## config.mk

```make
export PLATFORM = sky130hd
export DESIGN_NAME = double_press_confirm
export DESIGN_NICKNAME = d
export VERILOG_FILES = /design/src/hw/rtl/dpc_pkg.sv /design/src/hw/rtl/dpc_timer.sv /design/src/hw/rtl/dpc_fsm.sv /design/src/hw/rtl/double_press_confirm.sv
export SDC_FILE = /design/constraint.sdc
export NUM_CORES = 1
export LEC_CHECK = 0
export ABC_CLOCK_PERIOD_IN_PS = 9030
export CAP_MARGIN = 30
export CORE_MARGIN = 4
export CORE_UTILIZATION = 55
export DETAILED_ROUTE_END_ITERATION = 16
export DONT_BUFFER_PORTS = 1
export HOLD_SLACK_MARGIN = 0.12
export PLACE_DENSITY = 0.73
export SKIP_CTS_REPAIR_TIMING = 1
export SYNTH_ARGS = -nofsm -noshare
export SYNTH_HDL_FRONTEND = slang
export SYNTH_HIERARCHICAL = 1
export SYNTH_SLANG_ARGS = --single-unit
```

## constraint.sdc

```tcl
create_clock -name clk -period 9.03 [get_ports clk]
set_clock_uncertainty 0.1 [all_clocks]
set_input_delay 0.4515 -clock clk [delete_from_list [all_inputs] [get_ports clk]]
set_output_delay 0.4515 -clock clk [all_outputs]
set_load 0.03 [all_outputs]
```

## src/hw/rtl/dpc_pkg.sv

```systemverilog
// ----------------------------------------------------------------------------
// dpc_pkg - shared types and constants for the double press confirmer
// Phase encodings, configuration register indexes and the result word.
// ----------------------------------------------------------------------------
package dpc_pkg;

	localparam int TIME_WIDTH_DEF = 32;
	localparam int DUR_W          = 31;
	localparam int NOW_W          = 32;
	localparam int CFG_IDX_W      = 2;
	localparam int CFG_DATA_W     = 32;

	// timer slots
	localparam int T_FIRST   = 0;
	localparam int T_SECOND  = 1;
	localparam int T_TIMEOUT = 2;
	localparam int N_TIMERS  = 3;

	// configuration register indexes
	localparam logic [CFG_IDX_W-1:0] CFG_FIRST_HOLD  = 2'd0;
	localparam logic [CFG_IDX_W-1:0] CFG_SECOND_HOLD = 2'd1;
	localparam logic [CFG_IDX_W-1:0] CFG_TIMEOUT     = 2'd2;

	// phase codes as seen on the result word
	localparam logic [1:0] PHASE_WAIT_FIRST  = 2'd0;
	localparam logic [1:0] PHASE_WAIT_REL    = 2'd1;
	localparam logic [1:0] PHASE_WAIT_SECOND = 2'd2;
	localparam logic [1:0] PHASE_CONFIRMED   = 2'd3;

	typedef enum logic [3:0] {
		PH_WAIT_FIRST  = 4'b0001,
		PH_WAIT_REL    = 4'b0010,
		PH_WAIT_SECOND = 4'b0100,
		PH_CONFIRMED   = 4'b1000
	} phase_t;

	typedef struct packed {
		logic [DUR_W-1:0] first_hold;
		logic [DUR_W-1:0] second_hold;
		logic [DUR_W-1:0] timeout;
	} cfg_t;

	typedef struct packed {
		logic       confirmed;
		logic       past_first_press;
		logic [1:0] phase;
	} res_t;

	function automatic logic [1:0] phase_code(input phase_t ph);
		logic [1:0] code;
		case (ph)
			PH_WAIT_FIRST:  code = PHASE_WAIT_FIRST;
			PH_WAIT_REL:    code = PHASE_WAIT_REL;
			PH_WAIT_SECOND: code = PHASE_WAIT_SECOND;
			PH_CONFIRMED:   code = PHASE_CONFIRMED;
			default:        code = PHASE_WAIT_FIRST;
		endcase
		return code;
	endfunction

endpackage

```

## src/hw/rtl/dpc_timer.sv

```systemverilog
// ----------------------------------------------------------------------------
// dpc_timer - timer expiry check
// Expired when running and the wrapped elapsed time reaches the duration.
// ----------------------------------------------------------------------------
module dpc_timer import dpc_pkg::*; #(
	parameter int TIME_WIDTH = TIME_WIDTH_DEF
) (
	input  logic                  running,
	input  logic [TIME_WIDTH-1:0] start,
	input  logic [TIME_WIDTH-1:0] now,
	input  logic [DUR_W-1:0]      dur,
	output logic                  expired
);

	localparam int CMP_W = (TIME_WIDTH > DUR_W) ? TIME_WIDTH : DUR_W;

	logic [TIME_WIDTH-1:0] elapsed;

	assign elapsed = now - start;
	assign expired = running && (CMP_W'(elapsed) >= CMP_W'(dur));

endmodule

```

## src/hw/rtl/dpc_fsm.sv

```systemverilog
// ----------------------------------------------------------------------------
// dpc_fsm - phase machine and timers
// Takes one word per enabled cycle, updates phase, edge and timer state and
// gives the result word for the new state.
// ----------------------------------------------------------------------------
module dpc_fsm import dpc_pkg::*; #(
	parameter int TIME_WIDTH = TIME_WIDTH_DEF
) (
	input  logic                  clk,
	input  logic                  arst_n,
	input  logic                  en,
	input  logic                  sample,
	input  logic [TIME_WIDTH-1:0] now,
	input  cfg_t                  cfg,
	output res_t                  res_d,
	output logic [1:0]            phase_cur
);

	phase_t                phase_q, phase_d;
	logic                  last_q;
	logic                  run_q     [N_TIMERS];
	logic [TIME_WIDTH-1:0] start_q   [N_TIMERS];
	logic                  run_eff   [N_TIMERS];
	logic [TIME_WIDTH-1:0] start_eff [N_TIMERS];
	logic                  run_d     [N_TIMERS];
	logic [DUR_W-1:0]      dur       [N_TIMERS];
	logic [N_TIMERS-1:0]   expd;
	logic                  rising;

	assign rising = sample && !last_q;
	assign dur[T_FIRST]   = cfg.first_hold;
	assign dur[T_SECOND]  = cfg.second_hold;
	assign dur[T_TIMEOUT] = cfg.timeout;

	// timer (re)starts and stops of this word, seen by the expiry checks
	always_comb begin
		run_eff   = run_q;
		start_eff = start_q;
		case (phase_q)
			PH_WAIT_FIRST: begin
				if (rising) begin
					run_eff[T_FIRST]   = 1'b1;
					start_eff[T_FIRST] = now;
				end
			end
			PH_WAIT_REL: begin
				if (!sample) begin
					run_eff[T_TIMEOUT]   = 1'b1;
					start_eff[T_TIMEOUT] = now;
				end
			end
			PH_WAIT_SECOND: begin
				if (!sample)
					run_eff[T_SECOND] = 1'b0;
				if (rising) begin
					run_eff[T_SECOND]   = 1'b1;
					start_eff[T_SECOND] = now;
				end
			end
			default: ;
		endcase
	end

	for (genvar k = 0; k < N_TIMERS; k++) begin : g_tmr
		dpc_timer #(.TIME_WIDTH(TIME_WIDTH)) u_tmr (
			.running (run_eff[k]),
			.start   (start_eff[k]),
			.now     (now),
			.dur     (dur[k]),
			.expired (expd[k])
		);
	end

	always_comb begin
		phase_d = phase_q;
		run_d   = run_eff;
		case (phase_q)
			PH_WAIT_FIRST: begin
				if (expd[T_FIRST] && sample) begin
					phase_d        = PH_WAIT_REL;
					run_d[T_FIRST] = 1'b0;
				end
			end
			PH_WAIT_REL: begin
				if (!sample)
					phase_d = PH_WAIT_SECOND;
			end
			PH_WAIT_SECOND: begin
				if (expd[T_SECOND]) begin
					phase_d         = PH_CONFIRMED;
					run_d[T_SECOND] = 1'b0;
				end
				// timeout wins
				if (expd[T_TIMEOUT]) begin
					phase_d         = PH_WAIT_FIRST;
					run_d[T_SECOND] = 1'b0;
				end
			end
			PH_CONFIRMED: begin
				if (!sample)
					phase_d = PH_WAIT_FIRST;
			end
			default: phase_d = PH_WAIT_FIRST;
		endcase
	end

	always_ff @(posedge clk or negedge arst_n) begin
		if (!arst_n) begin
			phase_q <= PH_WAIT_FIRST;
			last_q  <= 1'b0;
			for (int k = 0; k < N_TIMERS; k++)
				run_q[k] <= 1'b0;
		end else if (en) begin
			phase_q <= phase_d;
			last_q  <= sample;
			run_q   <= run_d;
		end
	end

	always_ff @(posedge clk) begin
		if (en)
			start_q <= start_eff;
	end

	assign res_d.confirmed        = (phase_d == PH_CONFIRMED);
	assign res_d.past_first_press = (phase_d != PH_WAIT_FIRST);
	assign res_d.phase            = phase_code(phase_d);
	assign phase_cur              = phase_code(phase_q);

endmodule

```

## src/hw/rtl/double_press_confirm.sv

```systemverilog
// ----------------------------------------------------------------------------
// double_press_confirm - press, release, second press confirmation
// Top level: configuration registers, input register and result register
// around the phase machine.
// ----------------------------------------------------------------------------
// One word can be taken every clock cycle while the input is not stalled, and
// each gives exactly one result word, valid on the outputs once it has passed
// the input register and then the result register. The rate is set by the
// combinational phase and timer update between those registers. The input
// stalls only while both registers hold a word and the result word is itself
// stalled. Timer durations are written through the configuration port, which
// is always ready; write it only while no word is in flight.
module double_press_confirm import dpc_pkg::*; #(
	parameter int TIME_WIDTH = TIME_WIDTH_DEF
) (
	input  logic                  clk,
	input  logic                  arst_n,
	input  logic                  cfg_valid,
	output logic                  cfg_ready,
	input  logic [CFG_IDX_W-1:0]  cfg_index,
	input  logic [CFG_DATA_W-1:0] cfg_data,
	input  logic                  in_valid,
	output logic                  in_stall,
	input  logic                  sample,
	input  logic [NOW_W-1:0]      now_us,
	output logic                  out_valid,
	input  logic                  out_stall,
	output logic                  confirmed,
	output logic                  past_first_press,
	output logic [1:0]            phase
);

	cfg_t                  cfg_q;
	logic                  valid_s1;
	logic                  sample_s1;
	logic [NOW_W-1:0]      now_s1;
	logic                  out_valid_q;
	res_t                  res_q;
	res_t                  res_d;
	logic                  adv;
	logic                  proc;
	logic [TIME_WIDTH-1:0] now_tw;
	logic [1:0]            phase_cur;

	assign cfg_ready = 1'b1;

	always_ff @(posedge clk or negedge arst_n) begin
		if (!arst_n) begin
			cfg_q <= '0;
		end else if (cfg_valid && cfg_ready) begin
			case (cfg_index)
				CFG_FIRST_HOLD:  cfg_q.first_hold  <= cfg_data[DUR_W-1:0];
				CFG_SECOND_HOLD: cfg_q.second_hold <= cfg_data[DUR_W-1:0];
				CFG_TIMEOUT:     cfg_q.timeout     <= cfg_data[DUR_W-1:0];
				default: ;
			endcase
		end
	end

	assign adv      = !out_valid_q || !out_stall;
	assign proc     = valid_s1 && adv;
	assign in_stall = valid_s1 && !adv;

	always_ff @(posedge clk or negedge arst_n) begin
		if (!arst_n) begin
			valid_s1    <= 1'b0;
			out_valid_q <= 1'b0;
		end else begin
			if (!in_stall)
				valid_s1 <= in_valid;
			if (adv)
				out_valid_q <= valid_s1;
		end
	end

	always_ff @(posedge clk) begin
		if (in_valid && !in_stall) begin
			sample_s1 <= sample;
			now_s1    <= now_us;
		end
		if (proc)
			res_q <= res_d;
	end

	assign now_tw = TIME_WIDTH'(now_s1);

	dpc_fsm #(.TIME_WIDTH(TIME_WIDTH)) u_fsm (
		.clk       (clk),
		.arst_n    (arst_n),
		.en        (proc),
		.sample    (sample_s1),
		.now       (now_tw),
		.cfg       (cfg_q),
		.res_d     (res_d),
		.phase_cur (phase_cur)
	);

	assign out_valid        = out_valid_q;
	assign confirmed        = res_q.confirmed;
	assign past_first_press = res_q.past_first_press;
	assign phase            = res_q.phase;

	a_stall_only_when_full: assert property (@(posedge clk) disable iff (!arst_n)
		in_stall |-> (valid_s1 && out_valid_q))
		else $error("input stalled with free pipeline");

	a_confirmed_exit: assert property (@(posedge clk) disable iff (!arst_n)
		(proc && phase_cur == PHASE_CONFIRMED) |=>
		(phase_cur == PHASE_CONFIRMED || phase_cur == PHASE_WAIT_FIRST))
		else $error("illegal exit from confirmed phase");

	a_first_no_skip: assert property (@(posedge clk) disable iff (!arst_n)
		(proc && phase_cur == PHASE_WAIT_FIRST) |=>
		(phase_cur == PHASE_WAIT_FIRST || phase_cur == PHASE_WAIT_REL))
		else $error("phase skipped from waiting for first press");

	a_result_matches_state: assert property (@(posedge clk) disable iff (!arst_n)
		$past(proc) |-> (phase == phase_cur))
		else $error("result word does not follow phase");

endmodule
```

Word-level counts from Yosys, hierarchy flattened
Index checks and enable logic that the tools add are counted.

word-level totals
  output and inout port bits = 7
  latch bits = 0
  bits of input ports = 72
  memories = 0
  memory bits (writable) = 0
  memory bits (read-only) = 0
  flip-flop bits (word level) = 236

operators by class
  shift-type cells = 0
  reductions and logical operators = 18
  $lt $le $gt $ge = 3
  mux-type cells = 25
  $mul = 0
  add/sub/neg operators = 3
  divide/modulo/power cells = 0
  bitwise logic cells = 0
  equal/unequal tests = 10

operators with widths
  cell                                                    count
  two-way mux 32 bit                                      6
  greater-or-equal comparator 32 x 31 -> 1 bit            3
  subtractor 32 bit                                       3
  two-way mux 4 bit                                       5
  case mux 4 bit (4 select lines)                         1
  two-way mux 1 bit                                       12
  == test 4 x 2 -> 1 bit (second input constant)          2
  == test 4 x 3 -> 1 bit (second input constant)          2
  == test 4 bit (second input constant)                   2
  logical AND 1 bit                                       8
  case mux 2 bit (3 select lines)                         1
  AND reduction 2 bit                                     3
  zero test 1 bit                                         5
  == test 4 x 1 -> 1 bit (second input constant)          1
  inequality test 4 x 1 -> 1 bit (second input constant)  1
  == test 2 x 1 -> 1 bit (second input constant)          1
  == test 2 bit (second input constant)                   1
  zero test 2 bit                                         1
  logical OR 1 bit                                        1

Logic depth before layout (Yosys ltp)
  depth after elaboration = 12
  gate-level depth with buffers = 28
  gate-level depth less buffers = 26

Cells and area by module
The synthesis kept the hierarchy.

by module, submodules not included
  module                                cells each  instances  area each (µm²)
  dpc_timer (u_fsm.g_tmr[0].u_tmr ...)  356         2          2553.7
  double_press_confirm                  245         1          4663.2
  dpc_fsm                               273         1          4626.9
  dpc_timer (u_fsm.g_tmr[2].u_tmr)      352         1          2473.6

Worst setup path before layout
OpenSTA, ideal clock, no wires.

  kind = flip-flop to flip-flop
  from = reg out_valid_q (netlist: out_valid)
  to = reg u_fsm.phase_q[1]
  cell stages (with the launch flop) = 3
  data required time = 8826 ps
  clock period less this slack = 9349 ps
  setup slack = -319 ps
  data arrival time = 9145 ps
  path through = dfrtp_1 > a21boi_0 > mux2_2

between the ends
  word-level cells in the longest chain between the ends = 3

ends and longest elaborated chain
  what                    line                        text
  from (decl)             double_press_confirm.sv:37  logic out_valid_q;
  from (signal assigned)  double_press_confirm.sv:72  out_valid_q <= valid_s1;
  zero test 1 bit         double_press_confirm.sv:60  assign adv = !out_valid_q || !out_stall;
  logical OR 1 bit        double_press_confirm.sv:60
  logical AND 1 bit       double_press_confirm.sv:61  assign proc = valid_s1 && adv;
  net proc                double_press_confirm.sv:41  logic proc;
  to (signal assigned)    dpc_fsm.sv:114              phase_q <= phase_d;
  to (decl)               dpc_fsm.sv:19               phase_t phase_q, phase_d;

The timed path passes the listed nets, and every way through them passes these cells.
A chain may end at the register's enable or synchronous reset.

==> impl_metrics.xml <==
<?xml version="1.0" encoding="UTF-8"?>
<metrics>
  <group name="status">
    <metric name="outcome" unit="">completed</metric>
  </group>
  <group name="timing">
    <metric name="hold_violations" unit="">0</metric>
    <metric name="fin_tns_setup" unit="ns">0</metric>
    <metric name="rsz0062_at_grt" unit="">false</metric>
    <metric name="final-setup-viol-count" unit="">0</metric>
    <metric name="worstMarginPinSlew" unit="ns">0.863</metric>
    <metric name="max_clock_freq" unit="GHz">0.135</metric>
    <metric name="min_period" unit="ns">7.41</metric>
    <metric name="worst_slew_margin_rel" unit="">0.410</metric>
    <metric name="fin_crit_sh" unit="">0.821</metric>
    <metric name="slew_viol_final" unit="">0</metric>
  </group>
  <group name="logic_synthesis">
    <metric name="syn-instance-count" unit="">1579</metric>
    <metric name="synth_nets" unit="">1840</metric>
    <metric name="synth.avg_cell_area" unit="sq um">10.7</metric>
    <metric name="syn_area" unit="sq um">16900</metric>
    <metric name="yosysWarningCount" unit="">6</metric>
  </group>
  <group name="power_and_ir_drop">
    <metric name="p_int" unit="W">0.00274</metric>
    <metric name="switching_power_summed_over_all_nets" unit="W">0.00148</metric>
    <metric name="power_frac_seq" unit="">0.339</metric>
    <metric name="share_of_total_power_in_combinational_logic" unit="">0.397</metric>
    <metric name="vdd.ir_drop.worst" unit="mV">0.167</metric>
    <metric name="p_per_area" unit="nW/um^2">224</metric>
    <metric name="power.share.clock" unit="">0.264</metric>
    <metric name="switching_share" unit="">0.351</metric>
    <metric name="power.static_leakage" unit="nW">8.45</metric>
  </group>
  <group name="routing">
    <metric name="post_drt_wl_per_cell" unit="um">18.8</metric>
    <metric name="vias" unit="">12000</metric>
    <metric name="avgViaCountPerCell" unit="">5.83</metric>
    <metric name="detailedRoute.firstPassIterationCount" unit="">5</metric>
    <metric name="drt-total-wl" unit="um">38900</metric>
    <metric name="route.antenna.remaining_nets" unit="">0</metric>
    <metric name="drt_iter0_drc" unit="">742</metric>
    <metric name="post-route-drc-count" unit="">0</metric>
  </group>
  <group name="clock_network">
    <metric name="max-clock-path-buffers" unit="">3</metric>
    <metric name="numCtsBuffers" unit="">28</metric>
    <metric name="cts_tree" unit="">yes</metric>
    <metric name="clock-sinks" unit="">236</metric>
    <metric name="cts.root.buffer_cell" unit="">sky130_fd_sc_hd__clkbuf_16</metric>
    <metric name="worstSkewPairLatency" unit="ns">0.55</metric>
    <metric name="clk_transition_reported_paths" unit="ns">0.06</metric>
    <metric name="cts_max_level" unit="">1</metric>
  </group>
  <group name="finish">
    <metric name="mostFrequentLayoutCell" unit="">sky130_fd_sc_hd__inv_1</metric>
    <metric name="layout-drive-gt1-share" unit="">0.156</metric>
    <metric name="final_core_density" unit="">0.630</metric>
    <metric name="final-seq-area" unit="sq um">6570</metric>
    <metric name="multi_input_comb_area" unit="sq um">9290</metric>
    <metric name="layout-area-overhead-vs-synth" unit="%">11.9</metric>
    <metric name="layout.filler_cells" unit="">2421</metric>
    <metric name="design.final.nets" unit="">1915</metric>
    <metric name="layout_common_cells" unit="">sky130_fd_sc_hd__inv_1, sky130_fd_sc_hd__ha_1, sky130_fd_sc_hd__mux2_2</metric>
  </group>
  <group name="global_routing">
    <metric name="grt-ovfl-total" unit="">0</metric>
    <metric name="groute.usage.overall" unit="">0.225</metric>
    <metric name="grt_pass1_vias" unit="">11700</metric>
    <metric name="global_route_wire_length_before_repair" unit="um">61000</metric>
    <metric name="number_of_antenna_violations_at_the_first_check_in_global_routing" unit="">3</metric>
    <metric name="top_usage_layer_grt" unit="">met1</metric>
    <metric name="grt_start_max_net_pins" unit="">104</metric>
    <metric name="grt_util_met3" unit="">0.0389</metric>
    <metric name="grt.met1_usage" unit="">0.351</metric>
    <metric name="globalRouteMet2Util" unit="">0.330</metric>
  </group>
  <group name="worst_setup_path">
    <metric name="critical_path.startpoint_type" unit="">flop</metric>
    <metric name="setup.reg_to_reg.worst_slack" unit="ns">1.62</metric>
    <metric name="crit-reg2reg-capture" unit="">phase[1]</metric>
    <metric name="timing.rr.start" unit="">u_fsm/phase_q[1]</metric>
    <metric name="launch_point_of_the_critical_path" unit="">u_fsm/phase_q[1]</metric>
    <metric name="setup.worst_path.end_class" unit="">flop</metric>
    <metric name="criticalPathCategory" unit="">reg -&gt; reg</metric>
    <metric name="worst-path-max-fanout" unit="">16</metric>
    <metric name="critical-path-max-stage-delay" unit="ns">0.62</metric>
    <metric name="cp_cell_sequence" unit="">nor2b_1 &gt; and3_1 &gt; buf_4 &gt; buf_4 &gt; mux2_1 &gt; inv_1 &gt; ha_1 &gt; a21o_1 &gt; a21o_1 &gt; a211oi_1 &gt; nand2_1 &gt; a21oi_1 &gt; xnor2_1 &gt; ha_1 &gt; a2111oi_0 &gt; o21ai_0 &gt; a211o_1 &gt; o311ai_0 &gt; nand3_1 &gt; and2_1 &gt; a221oi_2 &gt; nor2b_1</metric>
    <metric name="worst_ep_required_time" unit="ns">9.34</metric>
    <metric name="critical-path-slowest-cell" unit="">sky130_fd_sc_hd__o311ai_0</metric>
    <metric name="ff2ff_path_depth" unit="">22</metric>
    <metric name="worstPathArrival" unit="ns">7.73</metric>
  </group>
  <group name="placed_design">
    <metric name="dpl.hpwl" unit="um">29200</metric>
    <metric name="place.port_buffers" unit="">0</metric>
    <metric name="globalplace.congestion" unit="">0.985</metric>
  </group>
  <group name="floorplan">
    <metric name="design.core.area" unit="sq um">30000</metric>
    <metric name="initial_core_utilization" unit="">0.563</metric>
    <metric name="design.portCount" unit="">79</metric>
    <metric name="dieArea" unit="sq um">33500</metric>
    <metric name="dieHeight" unit="um">183</metric>
    <metric name="die_w" unit="um">183</metric>
    <metric name="rows" unit="">63</metric>
  </group>
  <group name="min_path">
    <metric name="holdPathStages" unit="">1</metric>
    <metric name="whs_endpoint" unit="">now_s1[25]</metric>
    <metric name="worst_hold_startpoint" unit="">in_valid</metric>
    <metric name="timing.hold.worst.class" unit="">in -&gt; reg</metric>
  </group>
  <group name="run">
    <metric name="maxCapViolations" unit="">0</metric>
  </group>
</metrics>
## registers in the layout (all words and copies together) (netlist names), 2 cells and up
signal,cells
cfg_q,93
now_s1,32
phase,2
u_fsm/phase_q,4
u_fsm/run_q,3
u_fsm/start_q,96
## worst max-delay path by stage
| stage | to | slack (ns) | depth (start not counted) |
|---|---|---|---|
| 2_1_floorplan | u_fsm/phase_q[1] | 2.60 | 2 |
| 3_3_place_gp | phase[1] | 1.97 | 23 |
| 3_5_place_dp | phase[1] | 1.88 | 22 |
| 4_1_cts | phase[1] | 1.85 | 22 |
| 5_1_grt | phase[1] | 1.20 | 22 |
| 6_report | phase[1] | 1.62 | 22 |
## stage by stage
| step | total power, W | area, sq um | cells | hold slack [ns] | setup WS (ns) |
|---|---|---|---|---|---|
| after floorplan | 0.00269 | 16900 | 1579 | 0.0559 | 2.60 |
| after global placement | 0.00298 | 17200 | 1944 | 0.0592 | 1.97 |
| after detailed placement | 0.00304 | 17200 | 1944 | 0.0613 | 1.88 |
| after CTS | 0.00417 | 18100 | 1995 | -0.520 | 1.85 |
| after global routing | 0.00450 | 18900 | 2066 | 0.347 | 1.20 |
| final | 0.00422 | 18900 | 2066 | 0.340 | 1.62 |
## metal layers
| metal | share of wire | vias up |
|---|---|---|
| li1 | - | 5879 |
| met1 | 0.50 | 5774 |
| met2 | 0.41 | 335 |
| met3 | 0.068 | 56 |
| met4 | 0.018 | 4 |
| met5 | 0.00069 | - |
## critical path: cells and delay by family, from the launching register on
kind	cells	cell delay, ns
buffers and inverters	3	0.63
adders and majority gates	2	0.55
and+or+nand+nor	6	1.79
DFF	1	0.46
muxes	1	0.36
AOI/OAI and AO/OA	9	3.19
xor gates and xnor gates	1	0.15
## area by class of cell
class / count / share of cell area
multi-input cells: 1099 / 0.493
flip-flops and latches: 236 / 0.348
clock buffers: 41 / 0.0458
repair buffers: 79 / 0.0422
inverters: 210 / 0.0418
well taps: 390 / 0.0259
clock inverters: 10 / 0.00325
diodes: 1 / 0.000133
## power groups by stage
stage	Combinational [W]	Clock (W)	Sequential [W]
floorplan	0.00128	0	0.00141
finish	0.00167	0.00111	0.00143
global route	0.00187	0.00118	0.00145
global placement	0.00154	0	0.00144
detailed placement	0.00160	0	0.00145
CTS	0.00161	0.00113	0.00143
No activity file was read; power rests on OpenSTA's default activity.
